`src/rtl/gcwa_store.sv`:
```
`default_nettype none
module gcwa_store #(
    parameter int DEPTH  = 2,
    parameter int ADDR_W = 1,
    parameter int DATA_W = 16
) (
    input  wire logic              clk,
    input  wire logic              we,
    input  wire logic [ADDR_W-1:0] waddr,
    input  wire logic [DATA_W-1:0] wdata,
    input  wire logic              re,
    input  wire logic [ADDR_W-1:0] raddr,
    output logic      [DATA_W-1:0] rdata
);

    logic [DATA_W-1:0] mem [DEPTH];

    always_ff @(posedge clk)
    begin
        if (we)
        begin
            mem[waddr] <= wdata;
        end
    end

    always_ff @(posedge clk)
    begin
        if (re)
        begin
            rdata <= mem[raddr];
        end
    end

endmodule
`default_nettype wire

```
`config.mk`:
```
export PLATFORM = sky130hd
export DESIGN_NAME = gcwa_store
export DESIGN_NICKNAME = d
export VERILOG_FILES = /design/src/rtl/gcwa_store.sv
export SDC_FILE = /design/constraint.sdc
export NUM_CORES = 1
export LEC_CHECK = 0
export BUFFER_PORTS_ARGS = -buffer_cell sky130_fd_sc_hd__buf_4
export CAP_MARGIN = 40
export CORE_AREA = 2 2 62 64
export DETAILED_ROUTE_END_ITERATION = 16
export DIE_AREA = 0 0 64 66
export PLACE_DENSITY_LB_ADDON = 0.15
export SYNTH_ARGS = -nofsm -noshare
export SYNTH_HDL_FRONTEND = slang
export SYNTH_SLANG_ARGS = --single-unit
```
`constraint.sdc`:
```
create_clock -name clk -period 2.4 [get_ports clk]
set_clock_uncertainty 0.05 [all_clocks]
set_input_delay 0.12 -clock clk [delete_from_list [all_inputs] [get_ports clk]]
set_output_delay 0.12 -clock clk [all_outputs]
set_load 0.03 [all_outputs]
```
==> results by group <==
Status
  • Status: finished clean

Routing
  • Vias per cell: between 4 and 5
  • WL/cell: around 13 µm
  • Vias: 793
  • Routed Wire Length: between 2 and 2.5 mm
  • Drt first pass iters: 4
  • DRT iter0 DRCs: 38
  • Antenna Nets Post-Route: 0
  • # DRC: 0

Clock tree
  • Max Root-Sink Buffers: 2
  • Sink Count: 48
  • CTS buffer count: 5
  • Max H-tree Level: 2
  • Clock Latency Late Sink: roughly 0.35 ns
  • CTS clk-pin slew, worst paths: ~0.12 ns
  • Cts repair resizes: 0
  • TritonCTS clock tree: done
  • Clock root buffer: clkbuf_4

Setup path
  • R2r setup slk: approximately 1.5 ns
  • Worst r2r src: mem[1][15]
  • Worst setup SP type: flop
  • Cell Chain, Critical Path: buf_4
  • Worst-path cell with the longest stage delay: edfxtp_1
  • Reg-to-reg endpoint: rdata[15]
  • Max incr delay on CP: between 0.3 and 0.4 ns
  • CP max FO: 1
  • CP endpoint kind: primary output
  • Bufs and invs on worst path: 1
  • Critical Path AT: around 0.92 ns
  • Reg2Reg Depth: 1
  • Crit path kind: flop to primary output
  • Critical path's top delay family: flip-flops
  • CP required: between 2 and 2.5 ns

Die
  • IO Pins: 37
  • Die Y-Extent: between 60 and 70 µm
  • Num rows: 22
  • Die width: approximately 64 µm
  • Core area: 3550 µm²
  • Initial Utilization: 48.0%
  • Die ar.: approximately 4200 µm²

Layout
  • Final nets: 147
  • Area delta synth->final: 30.1%
  • Layout cells sized above 1: 46.8%
  • Most frequent cells in the layout: 48 x edfxtp_1, 37 x buf_4, 16 x dlygate4sd3_1
  • Antenna cells: 0
  • Most common cell after layout, fill and taps aside: edfxtp_1
  • Final core occ: 62.4%

GRT
  • Global-route wire length before repair: ~3.5 mm
  • Initial antenna violation count: 0
  • Gr usage total: around an eighth
  • Number of global-route vias before repair: between 700 and 800
  • Overflow after GRT: 0
  • Pin count of the biggest net entering global routing: 17

Logic synthesis
  • Yosys reg bits: 48
  • Register area share after synthesis: between 80% and 90%
  • Syn_area_per_cell: between 20 and 30 µm²
  • Synth warn: 0
  • Mapped Cells: 68
  • Post-Syn Nets: between 80 and 90
  • Count of cell types in the netlist: 7
  • Post-synthesis cell area: about 1700 µm²

STA
  • Final min period: 1.09 ns
  • RSZ-0062 raised after global routing: false
  • Fin crit share: 45.3%
  • Max Slew Vio Count: 0
  • Final hold vios: 0
  • Slew headroom: about half
  • Final setup vio count: 0
  • F_max: a little over 0.9 GHz
  • Slew @ Worst Pin: around 0.75 ns
  • Setup TNS: 0 ns

Power and ir drop
  • Switching share of total power: 21.2%
  • P_int: between 1000 and 1500 µW
  • Part of the power in registers: between 60% and 70%
  • Clock power frac: a little over a fifth
  • Worst VDD drop: between 0.4 and 0.5 mV
  • Leakage: roughly 0.00084 µW
  • Logic pwr share: a little under an eighth
  • Sw power: 320 µW
  • Power per cell area: slightly below 700 nW/µm²

Placement
  • Port bufs: 36
  • Gpl congestion: roughly 0.64

Min path
  • Worst Hold Class: input pin to flop
  • Worst Hold Endpoint: rdata[2]
  • Critical hold path startpoint: re
  • Worst hold path depth: 1

Run
  • MaxCap Viol Count: 0
[synthesized netlist by cell type]
library cell	instances	area (µm²)
and2_1	1	6.26
mux2_4	10	150
edfxtp_1	48	1440
nor2b_1	1	6.26
buf_6	1	11.3
mux2_2	6	67.6
buf_12	1	20.0
[stage by stage]
step / setup WS, ns / instances / hold WS [ns] / power [µW] / area, µm²
after floorplan: 1.08 / 68 / 0.169 / 1110 / 1700
after global placement: 1.16 / 151 / 0.255 / 1180 / 2010
after detailed placement: 1.12 / 151 / 0.257 / 1180 / 2010
after CTS: 1.29 / 174 / 0.0797 / 1530 / 2220
after global routing: 1.25 / 174 / 0.0599 / 1580 / 2220
final: 1.31 / 174 / 0.0866 / 1510 / 2220
[cell families after synthesis]
kind of cell           after synthesis  share of synthesized area (%)
DFF                                 48                           84.6
muxes                               16                           12.8
and+or+nand+nor                      2                          0.735
buffers and inverters                2                           1.84
[per-layer routing]
| metal | track usage (%) | routed length (µm) | vias up |
|---|---|---|---|
| li1 | - | - | 383 |
| met1 | 11.0 | 803 | 382 |
| met2 | 22.7 | 1310 | 23 |
| met3 | 5.62 | 129 | 5 |
| met4 | 5.71 | 46 | 0 |
| met5 | 0 | 0 | - |
[power by group through the flow]
stage	combinational, µW	clock (µW)	sequential, µW
3_3_place_gp	158	0	1020
3_5_place_dp	161	0	1020
5_1_grt	189	378	1010
6_report	179	328	1000
2_1_floorplan	52.5	0	1060
4_1_cts	182	341	1000
[registers in the layout (all words and copies together) (netlist names)]
signal and flops:
mem 32, rdata 16
[what timing repair did]
action	in CTS	in global routing
hold buffers	16	0
hold endpoints to repair	32	0
endpoints found under the setup margin	0	0
buffers inserted	0	0
[area by class of cell]
cell class | instances | area, µm²
flip-flops and latches | 48 | 1440
fillers | 250 | 1340
repair buffers | 53 | 438
multi-input cells | 18 | 230
well taps | 48 | 60.1
clock buffers | 6 | 41.3
clock inverters | 1 | 5.00
[worst max-delay path by stage]
stage | end | from | slack, ns | depth (start not counted)
2_1_floorplan | mem[0][0] | we | 1.08 | 1
3_3_place_gp | mem[1][11] | waddr | 1.16 | 2
3_5_place_dp | mem[1][11] | waddr | 1.12 | 2
4_1_cts | rdata[6] | rdata[6] | 1.29 | 1
5_1_grt | rdata[7] | rdata[7] | 1.25 | 1
6_report | rdata[5] | rdata[5] | 1.31 | 1
No activity file was read; power rests on OpenSTA's default activity.
