**config.mk**
```make
export PLATFORM = sky130hd
export DESIGN_NAME = gcwa_div
export DESIGN_NICKNAME = d
export VERILOG_FILES = /design/src/rtl/gcwa_div.sv
export SDC_FILE = /design/constraint.sdc
export NUM_CORES = 1
export LEC_CHECK = 0
export ABC_AREA = 1
export BUFFER_PORTS_ARGS = -buffer_cell sky130_fd_sc_hd__buf_4
export CAP_MARGIN = 20
export CORE_AREA = 2 2 67 69
export CTS_CLUSTER_DIAMETER = 100
export DETAILED_ROUTE_END_ITERATION = 12
export DIE_AREA = 0 0 69 71
export GPL_TIMING_DRIVEN = 0
export PLACE_DENSITY = 0.78
export SLEW_MARGIN = 0
export SYNTH_ARGS = -nofsm -noshare
export SYNTH_HDL_FRONTEND = slang
export SYNTH_SLANG_ARGS = --single-unit
```
**constraint.sdc**
```tcl
create_clock -name clk -period 1.5 [get_ports clk]
set_input_delay 0.15 -clock clk [delete_from_list [all_inputs] [get_ports clk]]
set_output_delay 0.15 -clock clk [all_outputs]
set_load 0.01 [all_outputs]
```
**src/rtl/gcwa_div.sv**
```systemverilog
`default_nettype none
module gcwa_div #(
    parameter int SUM_W = 22,
    parameter int N_W   = 6
) (
    input  wire logic             clk,
    input  wire logic             rst_n,
    input  wire logic             start,
    input  wire logic [SUM_W-1:0] dividend,
    input  wire logic [N_W-1:0]   divisor,
    output logic                  done,
    output logic      [SUM_W-1:0] quotient
);

    localparam int CNT_W = (SUM_W > 1) ? $clog2(SUM_W) : 1;

    logic [N_W-1:0]     rem_reg, rem_next;
    logic [SUM_W-1:0]   quo_reg, quo_next;
    logic [CNT_W-1:0]   cnt_reg;
    logic               run_reg;
    logic               done_reg;
    logic [N_W:0]       trial;
    logic               fits;

    always_comb
    begin
        trial    = {rem_reg, quo_reg[SUM_W-1]};
        fits     = trial >= {1'b0, divisor};
        rem_next = fits ? N_W'(trial - {1'b0, divisor}) : N_W'(trial);
        quo_next = {quo_reg[SUM_W-2:0], fits};
    end

    always_ff @(posedge clk or negedge rst_n)
    begin
        if (!rst_n)
        begin
            run_reg  <= 1'b0;
            done_reg <= 1'b0;
            cnt_reg  <= '0;
        end
        else
        begin
            done_reg <= 1'b0;
            if (start)
            begin
                run_reg <= 1'b1;
                cnt_reg <= CNT_W'(SUM_W - 1);
            end
            else if (run_reg)
            begin
                cnt_reg <= cnt_reg - CNT_W'(1);
                if (cnt_reg == '0)
                begin
                    run_reg  <= 1'b0;
                    done_reg <= 1'b1;
                end
            end
        end
    end

    always_ff @(posedge clk)
    begin
        if (start)
        begin
            quo_reg <= dividend;
            rem_reg <= '0;
        end
        else if (run_reg)
        begin
            quo_reg <= quo_next;
            rem_reg <= rem_next;
        end
    end

    assign done     = done_reg;
    assign quotient = quo_reg;

endmodule
`default_nettype wire

```
==> qor_table.md, run 1 <==
| Result | This run |
|---|---|
| Number of synthesis warnings | 0 |
| Transition time of the tightest slew-check pin | 0.4477 ns |
| Most used cell, CP | sky130_fd_sc_hd__nand2_1 |
| Synthesized instance count | 228 |
| Dominant cell by count in the synthesized netlist | sky130_fd_sc_hd__nand2_1 |
| Number of flip-flops under the largest register name | 22 |
| Via count of the first global-routing pass | 1574 |
| Status | finished, violations left |
| Share of flip-flops with an asynchronous set or reset after synthesis | 0.2000 |
| Area of the core | 4204 sq um |
| Synthesized cell area | 1921 sq um |
| Floorplan row count | 24 |
| Worst hold path class | input port to register |
| Share of post-route cells with drive strength above 1 | 0.3186 |
| Largest net degree at the start of global routing | 13 |
| DR vias/cell | 4.787 |
| Flip-flop and latch count after synthesis | 35 |
| Slowest cell on the critical path | sky130_fd_sc_hd__edfxtp_1 |
| Post-route clock skew | 0.005477 ns |
| Fraction of the yosys area taken by sequential cells | 0.4977 |
| Sum of met3 wire segment lengths after detailed routing | 245 um |
| Y dimension of the die | 71 um |
| Minimum clock period after layout | 1.618 ns |
| Required time at the worst-slack endpoint | 1.68 ns |
| Total number of clock tree sinks | 35 |
| Global-route wire length before repair | 7051 um |
| Clock Tree Buf Depth | 2 |
| Routed vias | 1661 |
| Data arrival, critical path | 1.80 ns |
| Number of design rule violations left after detail routing | 0 |
| Starting DRC count in detailed routing | 144 |
| Post-synth EDFFs | 22 |
| Starting Density | 0.4568 |
| Crit share post-route | 1.078 |
| Diodes inserted | 0 |
| Setup-failing EPs final | 7 |
| Clock-pin slew on the worst setup and hold paths | 0.07 ns |
| Startpoint kind of the worst setup timing path | register |
| Leak pwr | 1.282 nW |
| Worst path cell trace | inv_2 > ha_2 > fa_2 > nand3b_1 > nand3_1 > nand2_1 > nand2_1 > nand2_1 > nand3_1 > nand2_1 |
| Unrepaired setup endpoints after global routing | yes |
| Root buffer cell | sky130_fd_sc_hd__clkbuf_8 |
| Area taken by flip-flops and latches | 957.2 sq um |
| Mean cell area of the mapped netlist | 8.424 sq um |
| Most frequent cells after synthesis | sky130_fd_sc_hd__nand2_1 (96), sky130_fd_sc_hd__inv_1 (24), sky130_fd_sc_hd__edfxtp_1 (22) |
| Primary flip-flop cell chosen by synthesis mapping | sky130_fd_sc_hd__edfxtp_1 |
| Total net switching power | 1.259 mW |
| Total global-route track usage | 0.1776 |
| Worst skew pair latency | 0.28 ns |
| Filler cells | 376 |
| Min setup slack post-route | -0.1176 ns |
| Kind of cell with the highest combined delay on the critical path | simple AND/OR/NAND/NOR gates |
| Count of pins on the block boundary | 54 |
| Horizontal die dimension | 69 um |
| Buffers & Inverters on Critical Path | 1 |
| Yosys top cell area share | 0.3440 |
| Wire length after detailed routing | 4335 um |
| Leading area contributor after synthesis | sky130_fd_sc_hd__edfxtp_1 |
| Area of the die | 4899 sq um |
| Number of port buffers | 52 |
| Total non-filler cell area in the finished layout | 2604 sq um |
| Post-place instance area | 2379 sq um |
| Overflow left after global routing | 0 |
| Fraction of power consumed by sequential logic | 0.384 |
| Highest net fanout along the worst path | 3 |
| Number of antenna violations at the first check in global routing | 0 |
| Area of combinational cells with multiple inputs | 920.9 sq um |
| Critical path class | register to register |
| Maximum clock frequency | 618.2 MHz |
| Worst-case headroom to the max-slew limit | 0.7016 |
| Net count of the mapped netlist | 268 |
| Stage delay of the slowest cell on the critical path | 0.36 ns |
| Post-detailed-placement half-perimeter wirelength | 3109 um |
| Highest metal layer with signal wires | met4 |
| Portion of total power attributed to the clock network | 0.184 |
| Largest cells by area after synthesis | sky130_fd_sc_hd__edfxtp_1 (34%), sky130_fd_sc_hd__nand2_1 (19%), sky130_fd_sc_hd__dfrtp_1 (9.1%) |
| Maximum level of the CTS H-tree | 2 |
| Met2 wirelength from detailed routing | 2256 um |
| Pwr Density | 1319 nW/um^2 |
| Synth cell types | 30 |
| Post-placement worst setup slack | -0.1211 ns |
| Antenna violation net count after detailed routing | 0 |
| Comb pwr share | 0.432 |
| Capturing element type of the critical path | register |
| Internal power summed over all cells | 2.176 mW |
| Relative area change from synthesis to final layout | 35.57% |
| Total Nets Final | 334 |
| Clock tree from TritonCTS | done |
| Number of hold-slack violations in the final timing report | 0 |
| # Max-Cap Violations | 0 |
| Failing checks | setup timing |
| Peak supply drop | 0.6800 mV |
| Switching power share of the total | 0.3666 |
| First-pass iteration count of the detailed router | 4 |
| Pins Over Slew Limit | 0 |
| Post-detailed-route wirelength per cell | 12.49 um |
| Wl on met1 | 1817 um |
| Number of buffers created by CTS | 5 |
| Placer's final routability congestion estimate | 0.8090 |
==> stage by stage <==
stage,power [mW],hold WS (ns),util,TNS (ns),cells
CTS,3.398,0.1169,0.6065,-0.1186,342
finish,3.435,0.1180,0.6193,-0.2901,347
global route,3.650,0.1263,0.6193,-0.8488,347
detailed placement,2.618,-0.03218,0.5658,-2.482,332
global placement,2.566,-0.03370,0.5658,-1.975,332
floorplan,2.246,-0.1456,-,-0.06388,228
==> power groups by stage <==
stage          sequential, mW  combinational [mW]  clock [mW]
6_report                 1.32                1.48       0.632
5_1_grt                  1.34                1.63       0.672
2_1_floorplan            1.32               0.921           0
4_1_cts                  1.32                1.44       0.640
3_5_place_dp             1.31                1.30           0
3_3_place_gp             1.31                1.25           0
==> final timing paths <==
check	from	endpoint	slack (ns)	cells after the start
setup / recovery	quotient[21]	rem_reg[4]	-0.12	10
hold / removal	start	cnt_reg[3]	0.12	2
setup reg to reg	quotient[21]	rem_reg[4]	-0.12	10
hold reg to reg	rem_reg[0]	rem_reg[0]	0.48	2
max in group asynchronous	rst_n	done	1.17	2
min in group asynchronous	rst_n	cnt_reg[4]	0.21	2
==> final cells by class <==
| type | instances | share of cell area |
|---|---|---|
| clock inverters | 2 | 0.002883 |
| repair inverters | 1 | 0.002883 |
| inverters | 27 | 0.04037 |
| well taps | 52 | 0.02499 |
| multi-input cells | 161 | 0.3537 |
| clock buffers | 6 | 0.02787 |
| repair buffers | 58 | 0.1682 |
| plain buffers | 5 | 0.01153 |
| flip-flops and latches | 35 | 0.3676 |
==> routing by layer <==
metal,vias to the layer above,global-route usage
met4,0,0.04793
met3,2,0.04416
met5,-,0
met2,40,0.3088
met1,761,0.2214
li1,858,-
==> cell families after synthesis <==
group	Yosys count	synth area share
AO/OA/AOI/OAI	9	0.02671
buffers and inverters	32	0.06840
flip-flops	35	0.4977
XOR/XNOR	2	0.009122
AND/OR/NAND/NOR	141	0.3355
adder cells (fa/ha/maj)	9	0.06254
==> layout by cell type, fill, tap and decap left out, drive strengths merged <==
cell type and instances:
inv 26, xor2 2, a31oi 1, o21ai 4, nor4 1, buf 58, o22ai 1, dfxtp 6
fa 1, ha 8, clkinv 2, clkinvlp 2, nor2 13, a21oi 3, edfxtp 22, nand2 101
nand4 2, nand3b 4, dlygate4sd3 1, clkbuf 10, dfrtp 7, or2 1, and3 1, nand3 16
nor3 2
==> timing repair <==
action / in CTS / in global routing
buffers inserted: 0 / 5
endpoints found under the hold margin: 7 / 0
pin swaps: 1 / 2
endpoints found under the setup margin: 30 / 14
resized for setup: 11 / 3
hold buffers: 1 / 0
cloned: 1 / 0
(Power assumes the default switching activity.)
==> inputs of run 2 (changes only) <==
Settings changed: BUFFER_PORTS_ARGS -buffer_cell sky130_fd_sc_hd__buf_4 to -buffer_cell sky130_fd_sc_hd__buf_2.
==> run 2 against run 1 <==
The flow still finishes with violations (setup timing); register-to-register slack gained 0.05 ns; clock power shrank 1%; sequential power is essentially flat; via count grew 0.36%; cell area shrank 3.2%; die area is the same; critical path depth is the same; flip-flop and latch count is the same; non-clock buffer count is the same; highest routed layer unchanged.
==> qor_table.md, run 2 (synthesis gave the netlist of run 1 again) <==
| Result | This run | Delta |
|---|---|---|
| Status | finished, violations left |  |
| Failing checks | setup timing |  |
| Setup-failing EPs final | 7 | unchanged |
| Y dimension of the die | 71 um | unchanged |
| Area of combinational cells with multiple inputs | 953.4 sq um | +3.5% |
| Final design utilization | 0.5994 | -0.01994 |
| Share of post-route cells with drive strength above 1 | 0.3356 | +0.01695 |
| Wl on met1 | 1840 um | +1.3% |
| Clock tree from TritonCTS | done |  |
| Transition time of the tightest slew-check pin | 0.4231 ns | -0.02454 ns |
| Startpoint kind of the worst setup timing path | register |  |
| # Max-Cap Violations | 0 | unchanged |
| Min setup slack post-route | -0.06825 ns | +0.04937 ns |
| Final hold slack | 0.1210 ns | +0.003079 ns |
| Number of antenna violations at the first check in global routing | 0 | unchanged |
| Total power | 3.441 mW | +0.18% |
| Post-placement worst setup slack | -0.1031 ns | +0.01803 ns |
| Minimum clock period after layout | 1.568 ns | -0.04937 ns |
| Wire length after detailed routing | 4297 um | -0.88% |
| Crit share post-route | 1.045 | -0.03291 |
| Number of port buffers | 52 | unchanged |
| Horizontal die dimension | 69 um | unchanged |
| Unrepaired setup endpoints after global routing | yes |  |
| Starting Density | 0.4568 | unchanged |
| Post-route clock skew | 0.006618 ns | +0.001141 ns |
| Worst-case headroom to the max-slew limit | 0.7179 | +0.01636 |
| DR vias/cell | 4.804 | +0.36% |
| Worst hold path class | input port to register |  |
| Pins Over Slew Limit | 0 | unchanged |
| Via count of the first global-routing pass | 1548 | -1.7% |
| Number of buffers created by CTS | 5 | unchanged |
| Peak supply drop | 0.6478 mV | -4.7% |
| Data arrival, critical path | 1.74 ns | -0.06 ns |
| Area taken by flip-flops and latches | 958.4 sq um | +0.13% |
| Leading cell type in the layout, fill and taps excluded | sky130_fd_sc_hd__nand2_1 |  |
| Cell Count Post-Placement | 332 | unchanged |
| Number of hold-slack violations in the final timing report | 0 | unchanged |
| Number of design rule violations left after detail routing | 0 | unchanged |
| Number of flip-flops under the largest register name | 22 | unchanged |
| Worst skew pair latency | 0.28 ns | about the same |
| Routed vias | 1667 | +0.36% |
| Overflow left after global routing | 0 | unchanged |
| Diodes inserted | 0 | unchanged |
| Post-detailed-route wirelength per cell | 12.38 um | -0.88% |
| Area of the die | 4899 sq um | unchanged |
| Largest net degree at the start of global routing | 13 | unchanged |
| Met2 wirelength from detailed routing | 2268 um | +0.53% |
| Post-route setup TNS | -0.2587 ns | +0.03145 ns |
| Filler cells | 368 | -2.1% |
| Clock Tree Buf Depth | 2 | unchanged |
| Global-route wire length before repair | 6824 um | -3.2% |
| Total number of clock tree sinks | 35 | unchanged |
| Total non-filler cell area in the finished layout | 2520 sq um | -3.2% |
| Highest net fanout along the worst path | 3 | unchanged |
| Clock-pin slew on the worst setup and hold paths | 0.06 ns | about the same |
| Leak pwr | 1.260 nW | -1.7% |
| Most frequent cells in the layout | sky130_fd_sc_hd__nand2_1 (93), sky130_fd_sc_hd__buf_2 (53), sky130_fd_sc_hd__inv_1 (22), sky130_fd_sc_hd__edfxtp_1 (22), sky130_fd_sc_hd__nand3_1 (11) |  |
| Total global-route track usage | 0.1746 | -0.002987 |
| Count of pins on the block boundary | 54 | unchanged |
| Pwr Density | 1366 nW/um^2 | +3.5% |
| Placer's final routability congestion estimate | 0.8215 | +1.5% |
| Post-detailed-placement half-perimeter wirelength | 3035 um | -2.4% |
| Critical path class | register to register |  |
| Antenna violation net count after detailed routing | 0 | unchanged |
| Post-place instance area | 2248 sq um | -5.5% |
| Floorplan row count | 24 | unchanged |
| Filler-free cell count of the finished design | 347 | unchanged |
| Starting DRC count in detailed routing | 105 | -27% |
| Area of the core | 4204 sq um | unchanged |
| Sum of met3 wire segment lengths after detailed routing | 121 um | -51% |
| Total Nets Final | 334 | unchanged |
| Maximum level of the CTS H-tree | 2 | unchanged |
| Root buffer cell | sky130_fd_sc_hd__clkbuf_8 |  |
| Highest metal layer with signal wires | met4 |  |
| Relative area change from synthesis to final layout | 31.21% |  |
| Maximum clock frequency | 637.7 MHz | +3.1% |
| Required time at the worst-slack endpoint | 1.68 ns | about the same |
| Capturing element type of the critical path | register |  |
| First-pass iteration count of the detailed router | 4 | unchanged |
==> run 2: power breakdown <==
part           total [mW]  internal [mW]  switching [mW]
sequential           1.32           1.20           0.118
clock               0.623          0.316           0.307
combinational        1.50          0.662           0.839
==> run 2: cell type report <==
cell class,count,area share
Timing Repair Buffer,58,0.1271
Multi-Input combinational cell,161,0.3784
Clock inverter,2,0.002979
Timing Repair inverter,1,0.002979
Buffer,5,0.01192
Sequential cell,35,0.3803
Tap cell,52,0.02582
Clock buffer,6,0.02880
Inverter,27,0.04171
==> run 2: repair_timing <==
action                                  4_1_cts  5_1_grt
cloned                                        1        0
gates resized for setup                       9       12
endpoints found under the setup margin       30        8
buffers inserted                              0        5
hold buffers                                  1        0
pin swaps                                     0        7
endpoints found under the hold margin         7        0
==> run 2: metal layers <==
layer / vias up / track usage
met1: 775 / 0.2179
li1: 858 / -
met3: 7 / 0.04131
met4: 0 / 0.07625
met2: 27 / 0.2906
met5: - / 0
==> run 2: final timing paths <==
path,start,endpoint,slack [ns],depth (start not counted)
max reg2reg,quotient[21],rem_reg[4],-0.07,10
min,start,cnt_reg[3],0.12,2
min reg2reg,rem_reg[0],rem_reg[0],0.48,2
min in group asynchronous,rst_n,cnt_reg[2],0.23,2
max,quotient[21],rem_reg[4],-0.07,10
max in group asynchronous,rst_n,cnt_reg[0],1.11,2
==> run 2: worst max-delay path, stage by stage, from the launching register on <==
cell and delay, ns:
sky130_fd_sc_hd__edfxtp_1 0.36, sky130_fd_sc_hd__inv_2 0.07, sky130_fd_sc_hd__ha_4 0.15, sky130_fd_sc_hd__fa_2 0.35, sky130_fd_sc_hd__nand3b_1 0.19, sky130_fd_sc_hd__nand3_1 0.08
sky130_fd_sc_hd__nand2_1 0.05, sky130_fd_sc_hd__nand2_1 0.05, sky130_fd_sc_hd__nand2_1 0.05, sky130_fd_sc_hd__nand3_1 0.07, sky130_fd_sc_hd__nand2_1 0.04
